[config.mk]
export PLATFORM = sky130hd
export DESIGN_NAME = bounded_deque_with_search
export DESIGN_NICKNAME = d
export VERILOG_FILES = /design/src/hdl/bdq_pkg.sv /design/src/hdl/bdq_mem.sv /design/src/hdl/bdq_scan.sv /design/src/hdl/bounded_deque_with_search.sv
export VERILOG_INCLUDE_DIRS = /design/src /design/src/hdl
export SDC_FILE = /design/constraint.sdc
export NUM_CORES = 1
export LEC_CHECK = 0
export BUFFER_PORTS_ARGS = -buffer_cell sky130_fd_sc_hd__buf_2
export CAP_MARGIN = 20
export CORE_ASPECT_RATIO = 0.75
export CORE_MARGIN = 2
export CORE_UTILIZATION = 60
export DETAILED_ROUTE_END_ITERATION = 8
export GPL_TIMING_DRIVEN = 0
export PLACE_DENSITY_LB_ADDON = 0.2
export SETUP_SLACK_MARGIN = 0.1
export SLEW_MARGIN = 10
export SYNTH_ARGS = -nofsm -noshare
export SYNTH_HDL_FRONTEND = slang
export SYNTH_SLANG_ARGS = --single-unit
[constraint.sdc]
create_clock -name clock -period 5.23 [get_ports clock]
set_input_delay 0.2615 -clock clock [delete_from_list [all_inputs] [get_ports clock]]
set_output_delay 0.2615 -clock clock [all_outputs]
set_load 0.005 [all_outputs]
[src/hdl/assert_macros.svh]
// Assertion macros shared by the deque RTL.
`ifndef ASSERT_MACROS_SVH
`define ASSERT_MACROS_SVH

// Same-cycle implication, checked on every rising clock edge outside reset.
`define BDQ_ASSERT_SAME(label, ante, cons, msg) \
   label: assert property (@(posedge clock) disable iff (reset) (ante) |-> (cons)) \
      else $error(msg);

// Next-cycle implication, checked on every rising clock edge outside reset.
`define BDQ_ASSERT_NEXT(label, ante, cons, msg) \
   label: assert property (@(posedge clock) disable iff (reset) (ante) |=> (cons)) \
      else $error(msg);

`endif

[src/hdl/bdq_pkg.sv]
// Package with the word types, operation codes and status codes of the deque.
`timescale 1ns / 1ps

package bdq_pkg;

   // Operation codes of a request word.
   localparam logic [2:0] OP_PUSH_BACK  = 3'd0;
   localparam logic [2:0] OP_POP_BACK   = 3'd1;
   localparam logic [2:0] OP_PUSH_FRONT = 3'd2;
   localparam logic [2:0] OP_POP_FRONT  = 3'd3;
   localparam logic [2:0] OP_FIND       = 3'd4;

   // Status codes of a response word.
   localparam logic [1:0] STAT_OK        = 2'd0;
   localparam logic [1:0] STAT_EMPTY     = 2'd1;
   localparam logic [1:0] STAT_FULL      = 2'd2;
   localparam logic [1:0] STAT_NOT_FOUND = 2'd3;

   // Request word.
   typedef struct packed {
      logic [2:0]         operation;
      logic signed [31:0] value;
   } req_type;

   // Response word.
   typedef struct packed {
      logic [1:0] status;
      logic [3:0] position;
      logic [4:0] length;
   } rsp_type;

   // Outcome of a search, handed from the scan unit to the control logic.
   typedef struct packed {
      logic       done;
      logic       found;
      logic [3:0] position;
   } scan_result_type;

endpackage

[src/hdl/bdq_mem.sv]
// Entry store of the deque: one write port and one registered read port.
`timescale 1ns / 1ps

module bdq_mem #(
   parameter int DEPTH      = 16,
   parameter int DATA_WIDTH = 32,
   parameter int AW         = 4
) (
   input  logic                  clock,
   input  logic                  wr_en,
   input  logic [AW-1:0]         wr_addr,
   input  logic [DATA_WIDTH-1:0] wr_data,
   input  logic                  rd_en,
   input  logic [AW-1:0]         rd_addr,
   output logic [DATA_WIDTH-1:0] rd_data
);

   logic [DATA_WIDTH-1:0] store_ff [DEPTH];
   logic [DATA_WIDTH-1:0] rd_data_ff;

   // Write port.
   always_ff @(posedge clock) begin
      if (wr_en) begin
         store_ff[wr_addr] <= wr_data;
      end
   end

   // Read port with registered data.
   always_ff @(posedge clock) begin
      if (rd_en) begin
         rd_data_ff <= store_ff[rd_addr];
      end
   end

   assign rd_data = rd_data_ff;

endmodule

[src/hdl/bdq_scan.sv]
// Search sequencer: walks the live entries from the front through one comparator.
`timescale 1ns / 1ps

module bdq_scan
   import bdq_pkg::*;
#(
   parameter int DEPTH      = 16,
   parameter int DATA_WIDTH = 32,
   parameter int AW         = 4,
   parameter int CW         = 5
) (
   input  logic                  clock,
   input  logic                  reset,
   input  logic                  launch,
   input  logic [AW-1:0]         front,
   input  logic [CW-1:0]         count,
   input  logic [DATA_WIDTH-1:0] key,
   output logic                  rd_en,
   output logic [AW-1:0]         rd_addr,
   input  logic [DATA_WIDTH-1:0] rd_data,
   output scan_result_type       result
);

   localparam logic [AW:0] DEPTH_X = (AW+1)'(DEPTH);

   logic          run_ff, run_in;
   logic [CW-1:0] issue_ff, issue_in;
   logic          cmp_valid_ff, cmp_valid_in;
   logic [AW-1:0] cmp_idx_ff, cmp_idx_in;
   logic [AW:0]   slot_sum;
   logic          match;
   logic [AW+3:0] pos_ext;

   // Read address: offset from the front, wrapped once into the store.
   assign slot_sum = {1'b0, front} + {1'b0, issue_ff[AW-1:0]};
   assign rd_addr  = (slot_sum >= DEPTH_X) ? AW'(slot_sum - DEPTH_X) : slot_sum[AW-1:0];
   assign rd_en    = run_ff && (issue_ff < count);

   // The comparator sees the entry read in the previous cycle.
   assign match   = cmp_valid_ff && (rd_data == key);
   assign pos_ext = {4'b0000, cmp_idx_ff};

   always_comb begin
      result.done     = run_ff && (match || (!rd_en && !cmp_valid_ff));
      result.found    = match;
      result.position = match ? pos_ext[3:0] : 4'd0;
   end

   // Sequencer: one read issued and one compare made in every cycle while a search runs and entries remain.
   always_comb begin
      run_in       = run_ff;
      issue_in     = issue_ff;
      cmp_valid_in = 1'b0;
      cmp_idx_in   = cmp_idx_ff;
      if (launch) begin
         run_in   = 1'b1;
         issue_in = '0;
      end else if (run_ff) begin
         if (result.done) begin
            run_in = 1'b0;
         end else if (rd_en) begin
            issue_in     = issue_ff + CW'(1);
            cmp_valid_in = 1'b1;
            cmp_idx_in   = issue_ff[AW-1:0];
         end
      end
   end

   always_ff @(posedge clock) begin
      if (reset) begin
         run_ff       <= 1'b0;
         issue_ff     <= '0;
         cmp_valid_ff <= 1'b0;
      end else begin
         run_ff       <= run_in;
         issue_ff     <= issue_in;
         cmp_valid_ff <= cmp_valid_in;
      end
   end

   always_ff @(posedge clock) begin
      cmp_idx_ff <= cmp_idx_in;
   end

endmodule

[src/hdl/bounded_deque_with_search.sv]
// Push and pop: response in the cycle after start; the next word is taken in that same cycle.
// Find: busy from start until the response; the single comparator
// reads the store one entry per cycle from the front.
// Find on an empty deque and unused operations answer in the cycle after start.
// Synchronous reset empties the deque (front slot and count to zero); no store clearing.
`timescale 1ns / 1ps
`include "assert_macros.svh"

module bounded_deque_with_search
   import bdq_pkg::*;
#(
   parameter int DEPTH      = 16,
   parameter int DATA_WIDTH = 32
) (
   input  logic    clock,
   input  logic    reset,
   input  logic    start,
   output logic    busy,
   input  req_type req_data,
   output logic    rsp_valid,
   output rsp_type rsp_data
);

   localparam int AW = $clog2(DEPTH);
   localparam int CW = $clog2(DEPTH + 1);
   localparam logic [AW:0]   DEPTH_X  = (AW+1)'(DEPTH);
   localparam logic [AW-1:0] LAST_IDX = AW'(DEPTH - 1);
   localparam logic [CW-1:0] FULL_CNT = CW'(DEPTH);

   // Sequencer states.
   localparam logic S_IDLE = 1'b0;
   localparam logic S_FIND = 1'b1;

   logic                  state_ff, state_in;
   logic [AW-1:0]         front_ff, front_in;
   logic [CW-1:0]         count_ff, count_in;
   logic [DATA_WIDTH-1:0] key_ff;
   logic                  rsp_valid_ff, rsp_valid_in;
   rsp_type               rsp_data_ff, rsp_data_in;

   logic                  accept;
   logic [DATA_WIDTH+31:0] value_ext;
   logic [DATA_WIDTH-1:0] word;
   logic [AW:0]           back_sum;
   logic [AW-1:0]         back_slot;
   logic [AW-1:0]         front_dec;
   logic [AW-1:0]         front_inc;
   logic [CW+4:0]         len_ext;

   logic                  wr_en;
   logic [AW-1:0]         wr_addr;
   logic                  launch;
   logic                  rd_en;
   logic [AW-1:0]         rd_addr;
   logic [DATA_WIDTH-1:0] rd_data;
   scan_result_type       scan_res;

   logic                  quick_op;
   logic                  push_op;
   logic                  full_push;

   assign busy   = (state_ff == S_FIND);
   assign accept = start && !busy;

   // The stored word is the low DATA_WIDTH bits of the value, zero-extended when wider.
   assign value_ext = {{DATA_WIDTH{1'b0}}, req_data.value};
   assign word      = value_ext[DATA_WIDTH-1:0];

   // Slot behind the last entry, and the neighbours of the front slot.
   assign back_sum  = {1'b0, front_ff} + {1'b0, count_ff[AW-1:0]};
   assign back_slot = (back_sum >= DEPTH_X) ? AW'(back_sum - DEPTH_X) : back_sum[AW-1:0];
   assign front_dec = (front_ff == '0) ? LAST_IDX : front_ff - AW'(1);
   assign front_inc = (front_ff == LAST_IDX) ? '0 : front_ff + AW'(1);

   // Operation decode and response assembly.
   always_comb begin
      state_in             = state_ff;
      front_in             = front_ff;
      count_in             = count_ff;
      wr_en                = 1'b0;
      wr_addr              = back_slot;
      launch               = 1'b0;
      rsp_valid_in         = 1'b0;
      rsp_data_in.status   = STAT_OK;
      rsp_data_in.position = 4'd0;
      if (accept) begin
         rsp_valid_in = 1'b1;
         case (req_data.operation)
            OP_PUSH_BACK: begin
               if (count_ff >= FULL_CNT) begin
                  rsp_data_in.status = STAT_FULL;
               end else begin
                  wr_en    = 1'b1;
                  count_in = count_ff + CW'(1);
               end
            end
            OP_PUSH_FRONT: begin
               if (count_ff >= FULL_CNT) begin
                  rsp_data_in.status = STAT_FULL;
               end else begin
                  wr_en    = 1'b1;
                  wr_addr  = front_dec;
                  front_in = front_dec;
                  count_in = count_ff + CW'(1);
               end
            end
            OP_POP_BACK: begin
               if (count_ff == '0) begin
                  rsp_data_in.status = STAT_EMPTY;
               end else begin
                  count_in = count_ff - CW'(1);
               end
            end
            OP_POP_FRONT: begin
               if (count_ff == '0) begin
                  rsp_data_in.status = STAT_EMPTY;
               end else begin
                  front_in = front_inc;
                  count_in = count_ff - CW'(1);
               end
            end
            OP_FIND: begin
               if (count_ff == '0) begin
                  rsp_data_in.status = STAT_NOT_FOUND;
               end else begin
                  rsp_valid_in = 1'b0;
                  launch       = 1'b1;
                  state_in     = S_FIND;
               end
            end
            default: begin
               rsp_data_in.status = STAT_OK;
            end
         endcase
      end else if (busy && scan_res.done) begin
         state_in             = S_IDLE;
         rsp_valid_in         = 1'b1;
         rsp_data_in.status   = scan_res.found ? STAT_OK : STAT_NOT_FOUND;
         rsp_data_in.position = scan_res.position;
      end
      len_ext            = {5'b00000, count_in};
      rsp_data_in.length = len_ext[4:0];
   end

   // Control registers.
   always_ff @(posedge clock) begin
      if (reset) begin
         state_ff     <= S_IDLE;
         front_ff     <= '0;
         count_ff     <= '0;
         rsp_valid_ff <= 1'b0;
      end else begin
         state_ff     <= state_in;
         front_ff     <= front_in;
         count_ff     <= count_in;
         rsp_valid_ff <= rsp_valid_in;
      end
   end

   // Payload registers: search key and response word.
   always_ff @(posedge clock) begin
      if (accept) begin
         key_ff <= word;
      end
      rsp_data_ff <= rsp_data_in;
   end

   assign rsp_valid = rsp_valid_ff;
   assign rsp_data  = rsp_data_ff;

   bdq_mem #(
      .DEPTH      (DEPTH),
      .DATA_WIDTH (DATA_WIDTH),
      .AW         (AW)
   ) u_mem (
      .clock   (clock),
      .wr_en   (wr_en),
      .wr_addr (wr_addr),
      .wr_data (word),
      .rd_en   (rd_en),
      .rd_addr (rd_addr),
      .rd_data (rd_data)
   );

   bdq_scan #(
      .DEPTH      (DEPTH),
      .DATA_WIDTH (DATA_WIDTH),
      .AW         (AW),
      .CW         (CW)
   ) u_scan (
      .clock   (clock),
      .reset   (reset),
      .launch  (launch),
      .front   (front_ff),
      .count   (count_ff),
      .key     (key_ff),
      .rd_en   (rd_en),
      .rd_addr (rd_addr),
      .rd_data (rd_data),
      .result  (scan_res)
   );

   // Request classes used by the checks below.
   assign quick_op  = !(req_data.operation == OP_FIND && count_ff != '0);
   assign push_op   = (req_data.operation == OP_PUSH_BACK) ||
                      (req_data.operation == OP_PUSH_FRONT);
   assign full_push = accept && push_op && (count_ff == FULL_CNT);

   // The count never exceeds the store depth.
   `BDQ_ASSERT_SAME(a_count_bound, 1'b1, count_ff <= FULL_CNT, "entry count above depth")
   // Every operation other than a search on a non-empty deque answers in the next cycle.
   `BDQ_ASSERT_NEXT(a_quick_rsp, accept && quick_op, rsp_valid_ff, "missing one-cycle response")
   // The store is never written while a search walks it.
   `BDQ_ASSERT_SAME(a_no_write_in_find, state_ff == S_FIND, !wr_en, "store written during search")
   // A rejected push leaves the count as it was.
   `BDQ_ASSERT_NEXT(a_full_hold, full_push, count_ff == FULL_CNT, "rejected push moved count")

endmodule
==> results.cfg, run 1 <==
[floorplan]
fp.dieArea_um2 = 41000
start_util_pct = 61.3
die_w_um = 233
die_h_um = 176
io_pins = 51
row_count = 62
coreArea_um2 = 38600

[final_layout]
drive_gt1_share_pct = 23.7
n_fill_cell = 2299
final_cell_area_um2 = 26900
final_common_cell = edfxtp_1
instances_no_fill = 1873
area_delta_synth_final_pct = 13.7
finalNetCount = 1373
layout_common_cells = edfxtp_1 (580), mux4_2 (128), nand2_1 (78)

[pwr]
leakage_nw = 8.64
sequentialPowerShare_pct = 55.4
power_density_nw_per_um2 = 364
clkPwrFrac_pct = 39.6
power_frac_comb_pct = 5.0
internal-power_w = 0.00772
fin_total_pwr_w = 0.00978
power_switching_w = 0.00206
vdd_drop_max_mv = 0.331
swShare_pct = 21.0

[worst_setup_path]
worstPathMaxFanout = 10
required_ns = 5.54
end_kind = flop
cp.arrival_ns = 4.20
r2r_slack_ns = 1.34
path_class = flop to flop
crit_path_start_kind = flop

[synth]
synth_seq_cells = 609
synth_fp_nets = 1247
synth_edf_count = 580
synth_compound_area_share_pct = 3.31
synth.distinct_cells = 60
synth-async-reset-ratio_pct = 0
syn_area_um2 = 23700
synth-adder-area-share_pct = 0.963
ys.flop_type = edfxtp_1
syn-instance-count = 1192
avgSynthCellArea_um2 = 19.8
yosys_warnings = 0
yosys.area_share.simple_pct = 4.20
synth_top_family_by_area = multiplexers
synthMuxAreaShare_pct = 12.5
synth-xor-area-share_pct = 1.59
synth_seq_area_share_pct = 76.1

[global_routing]
grt-ovfl-total = 0
antenna_found_initial = 1
grt_usage_pct = 26.9
grt_pass1_vias = 12100
grt_max_degree = 27
grt_pass1_wl_um = 78200

[route]
drcViolationCount = 0
vias = 12100
wl_per_cell_um = 28.3
first_pass_iters = 6
drt-initial-drc-count = 1643
viasPerCell = 6.46
wl_um = 53000
ant_nets = 0

[status]
run_status = finished, final reports clean

[clock_tree]
cts.reportedPaths.clkPinSlew_ns = 0.07
cts_buffers = 54
h-tree-depth = 2
clk_path_buf_depth = 3
clock-sinks = 609
clock_latency_ns = 0.60
cts_tree = done
clock_tree.root_cell = clkbuf_16

[hold_path]
hold_class = input port to flop

[sta]
setup_viol = 0
final_max_slew_viol_count = 0
fin_crit_sh_pct = 74.4
clock.fmax_mhz = 257
fin_crit_ns = 3.89
tns_ns = 0
rsz0062_at_grt = false
tightest_slew_ns = 1.19
skew_ns = 0.0229
hold_viol = 0
slew_headroom_pct = 20.4

[place]
dp_hpwl_um = 33200
gp_congestion = 0.822
io_buffers = 48
place_area_um2 = 25200
dp.cells = 1773

[job]
cap_violations = 0
-- path summary, 6_finish.rpt --
path	to	cells past startpoint	from
setup reg to reg	u_mem.rd_data[24]	9	front_ff[0]
hold / removal	u_mem.store_ff[12][5]	1	req_data[5]
setup / recovery	u_mem.rd_data[24]	9	front_ff[0]
hold reg to reg	rsp_data[7]	1	u_scan.cmp_idx_ff[2]
-- synth_stat cells, types with 18 or more instances --
master    count  area share (%)
nor2_1       29            0.46
a211oi_1     33             1.0
xor2_1       35             1.3
a31oi_1      33            0.87
nand2_1      78             1.2
buf_2        18            0.38
clkbuf_1     31            0.49
edfxtp_1    580              74
a21oi_1      20            0.42
dfxtp_1      29             2.5
and2_1       35            0.93
mux4_2      128              12
-- layer usage --
layer / GRT usage, % / vias up / part of all wire (%)
met2: 40.3 / 641 / 46
met1: 40.7 / 6266 / 42
met4: 8.89 / 0 / 2.9
li1: - / 5098 / -
met3: 5.22 / 101 / 9.6
met5: 0 / - / 0
-- logic make-up (layout without fill, tap and decap cells) --
kind of cell | after synthesis | after routing
adder cells (fa/ha/maj) | 17 | 17
AO/OA/AOI/OAI | 117 | 117
AND/OR/NAND/NOR | 197 | 197
other | 0 | 1
flip-flops | 609 | 609
multiplexers | 136 | 136
XOR/XNOR | 43 | 43
buffers and inverters | 73 | 241
-- power groups by stage --
stage               Clock [W]  Combinational, W  Sequential, W
global route          0.00410          0.000534        0.00542
detailed placement          0          0.000491        0.00552
CTS                   0.00390          0.000495        0.00542
finish                0.00387          0.000494        0.00542
floorplan                   0          0.000279        0.00552
global placement            0          0.000454        0.00552
-- metrics by stage --
stage / hold WS, ns / setup slack, ns / util (%)
after global routing: 0.0442 / 1.22 / 69.8
final: 0.0492 / 1.34 / 69.8
after global placement: 0.426 / -1.40 / 63.6
after CTS: 0.0293 / 1.35 / 69.8
after detailed placement: 0.429 / 1.37 / 65.3
after floorplan: 0.333 / 1.40 / -
-- flip-flops by register name (all words and copies together) (netlist names) --
name	cells
u_scan.cmp_idx_ff	4
front_ff	4
busy	1
rsp_data	11
u_mem.store_ff	512
rsp_valid	1
u_mem.rd_data	32
u_scan.cmp_valid_ff	1
u_scan.run_ff	1
count_ff	5
u_scan.issue_ff	5
key_ff	32
-- layout make-up --
class                           instances  area [um2]  share of cell area [%]
Timing Repair Buffer                   70         776                    2.88
Multi-Input combinational cell        510        5470                    20.4
Antenna cell                            1        2.50                 0.00930
Clock buffer                           64        1390                    5.16
Sequential cell                       609       18000                    66.9
Tap cell                              512         641                    2.38
Inverter                               16        60.1                   0.223
Clock inverter                         34         310                    1.15
Buffer                                 57         248                   0.921
-- what timing repair did --
item | CTS | global route
endpoints found under the setup margin | 0 | 0
hold buffers | 1 | 0
gates resized for setup | 0 | 0
hold endpoints to repair | 2 | 0
setup buffers | 0 | 0
-- critical path: stages, from the launching register on --
cell,delay (ns)
dfxtp_1,0.55
ha_1,0.23
inv_1,0.06
fa_1,0.52
buf_2,0.30
buf_1,0.58
buf_1,0.73
mux4_2,0.42
nand2_1,0.12
a31oi_1,0.09
(Power assumes the default switching activity.)
==> run 2: changes to the inputs <==
clock period = 3.88 ns   (was 5.23 ns; I/O delays follow)
==> run 2 against run 1 <==
  * Register-to-register slack worse by 1.1 ns
  * Total power is 34% higher
  * Clock skew is 0.0088 ns lower
  * Clock power is 33% higher
  * Sequential share of layout area is 0.45 points lower
  * Routed wire length is 0.45% higher
  * First-iteration DRC count is 8.6% lower
  * Global-route usage is 0.14 points lower
  * Via count is 0.98% higher
  * Utilization is 0.47 points higher
  * Largest cell class unchanged
  * Highest routed layer unchanged
==> results.cfg, run 2 (synthesized netlist as in run 1, its figures left out) <==
[floorplan]
die_h_um = 176
coreArea_um2 = 38600
row_count = 62
die_w_um = 233
fp.dieArea_um2 = 41000
start_util_pct = 61.3
io_pins = 51

[route]
drt-initial-drc-count = 1502
wl_um = 53300
vias = 12200
wl_per_cell_um = 28.1
viasPerCell = 6.44
first_pass_iters = 5
ant_nets = 0
drcViolationCount = 0

[sta]
tightest_slew_ns = 0.915
fin_crit_ns = 3.66
skew_ns = 0.0141
hold_viol = 0
final_max_slew_viol_count = 0
clock.fmax_mhz = 273
setup_viol = 0
fin_crit_sh_pct = 94.3
slew_headroom_pct = 39.0
rsz0062_at_grt = false
tns_ns = 0

[worst_setup_path]
critPathMaxStageDelay_ns = 0.70
worstPathMaxFanout = 10
crit_path_start_kind = flop
path_class = flop to flop
cp.arrival_ns = 3.96
cp_num_buf_inv = 3
crit_chain = ha_1 -> inv_1 -> fa_1 -> buf_2 -> clkbuf_1 -> mux4_2 -> and2_1 -> a211oi_1 -> a31oi_1
end_kind = flop
cpMaxStageDelayCell = clkbuf_1
required_ns = 4.18
path_delay_family = buffers and inverters

[pwr]
vdd_drop_max_mv = 0.427
sequentialPowerShare_pct = 55.7
leakage_nw = 8.72
power_frac_comb_pct = 5.3
internal-power_w = 0.0104
power_switching_w = 0.00274
swShare_pct = 20.9
clkPwrFrac_pct = 39.1
power_density_nw_per_um2 = 485

[final_layout]
layout_common_cells = edfxtp_1 (580), mux4_2 (128), nand2_1 (78)
n_fill_cell = 2298
fin_util_pct = 70.2
final_common_cell = edfxtp_1
area_delta_synth_final_pct = 14.5
regMostFlops = u_mem.store_ff
largest_reg_flops = 512
drive_gt1_share_pct = 23.5
finalNetCount = 1398

[clock_tree]
cts_setup_buffers = 0
h-tree-depth = 2
clock_tree.root_cell = clkbuf_16
clock_latency_ns = 0.59
clk_path_buf_depth = 3
clock-sinks = 609
cts_tree = done
cts.reportedPaths.clkPinSlew_ns = 0.07
cts_buffers = 55

[global_routing]
grt_usage_pct = 26.8
grt-ovfl-total = 0
grt_pass1_vias = 12200
antenna_found_initial = 0
grt_max_degree = 30
grt_pass1_wl_um = 78400

[job]
cap_violations = 0

[place]
io_buffers = 48
gp_congestion = 0.840
dp_hpwl_um = 33100

[hold_path]
hold_class = input port to flop

[status]
run_status = finished, final reports clean
-- run 2: cell count changes in the layout (fill, tap and decap cells not counted), moves of 2 or more --
| cell | change |
|---|---|
| buf_4 | +2 |
| clkbuf_16 | +2 |
| buf_12 | +8 |
| buf_16 | -8 |
| clkbuf_1 | +3 |
| clkdlybuf4s15_2 | +2 |
| buf_1 | -4 |
| dlygate4sd3_1 | +22 |
| clkinv_1 | +2 |
| bufinv_16 | -2 |
| clkinv_2 | -4 |
| clkinvlp_4 | -3 |
| clkbuf_2 | +5 |
-- run 2: path summary, 6_finish.rpt --
kind / to / from / cells past startpoint / slack [ns]
min: u_mem.store_ff[5][20] / req_data[20] / 1 / 0.01
max reg2reg: u_mem.rd_data[14] / front_ff[0] / 9 / 0.22
min reg2reg: rsp_data[6] / u_scan.cmp_idx_ff[1] / 1 / 0.45
max: u_mem.rd_data[14] / front_ff[0] / 9 / 0.22
-- run 2: power by group through the flow --
stage	Combinational, W	Sequential, W	Clock (W)
final	0.000690	0.00730	0.00513
after global routing	0.000740	0.00730	0.00546
after CTS	0.000686	0.00730	0.00519
after detailed placement	0.000662	0.00744	0
after global placement	0.000615	0.00744	0
after floorplan	0.000377	0.00744	0
-- run 2: metal layers --
metal	GRT usage, %	wire length, um
met5	0	0
met4	5.81	1030
met3	6.62	5700
met2	40.2	24500
met1	40.7	22000
-- run 2: final cells by class --
cell class | count | area (um2) | share of cell area, %
flip-flops and latches | 609 | 18000 | 66.5
multi-input cells | 510 | 5490 | 20.3
clock buffers | 73 | 1470 | 5.41
repair buffers | 94 | 951 | 3.51
well taps | 512 | 641 | 2.37
plain buffers | 57 | 270 | 0.998
clock inverters | 26 | 206 | 0.762
inverters | 16 | 60.1 | 0.222
diodes | 1 | 2.50 | 0.00924
-- run 2: worst register-to-register path, cell delays in order (launching register included) --
cell and delay, ns:
dfxtp_1 0.53, ha_1 0.25, inv_1 0.06, fa_1 0.50, buf_2 0.31, clkbuf_1 0.71
mux4_2 0.41, and2_1 0.18, a211oi_1 0.37, a31oi_1 0.07
-- run 2: what timing repair did --
item / 4_1_cts / 5_1_grt
setup endpoints to repair: 26 / 19
endpoints found under the hold margin: 322 / 0
hold buffers: 23 / 0
gates resized for setup: 7 / 9
-- run 2: stage by stage --
step           cell area, um2  power, W  std cells  setup slack [ns]  hold WS (ns)
6_report                27100    0.0131       1898             0.219       0.00986
5_1_grt                 27100    0.0135       1897             0.102       0.00903
4_1_cts                 27100    0.0132       1896             0.108     0.0000167
3_5_place_dp            25100   0.00810       1774           -0.0782         0.431
3_3_place_gp            24500   0.00806       1752             -2.74         0.429
2_1_floorplan           23700   0.00782       1192            0.0532         0.266
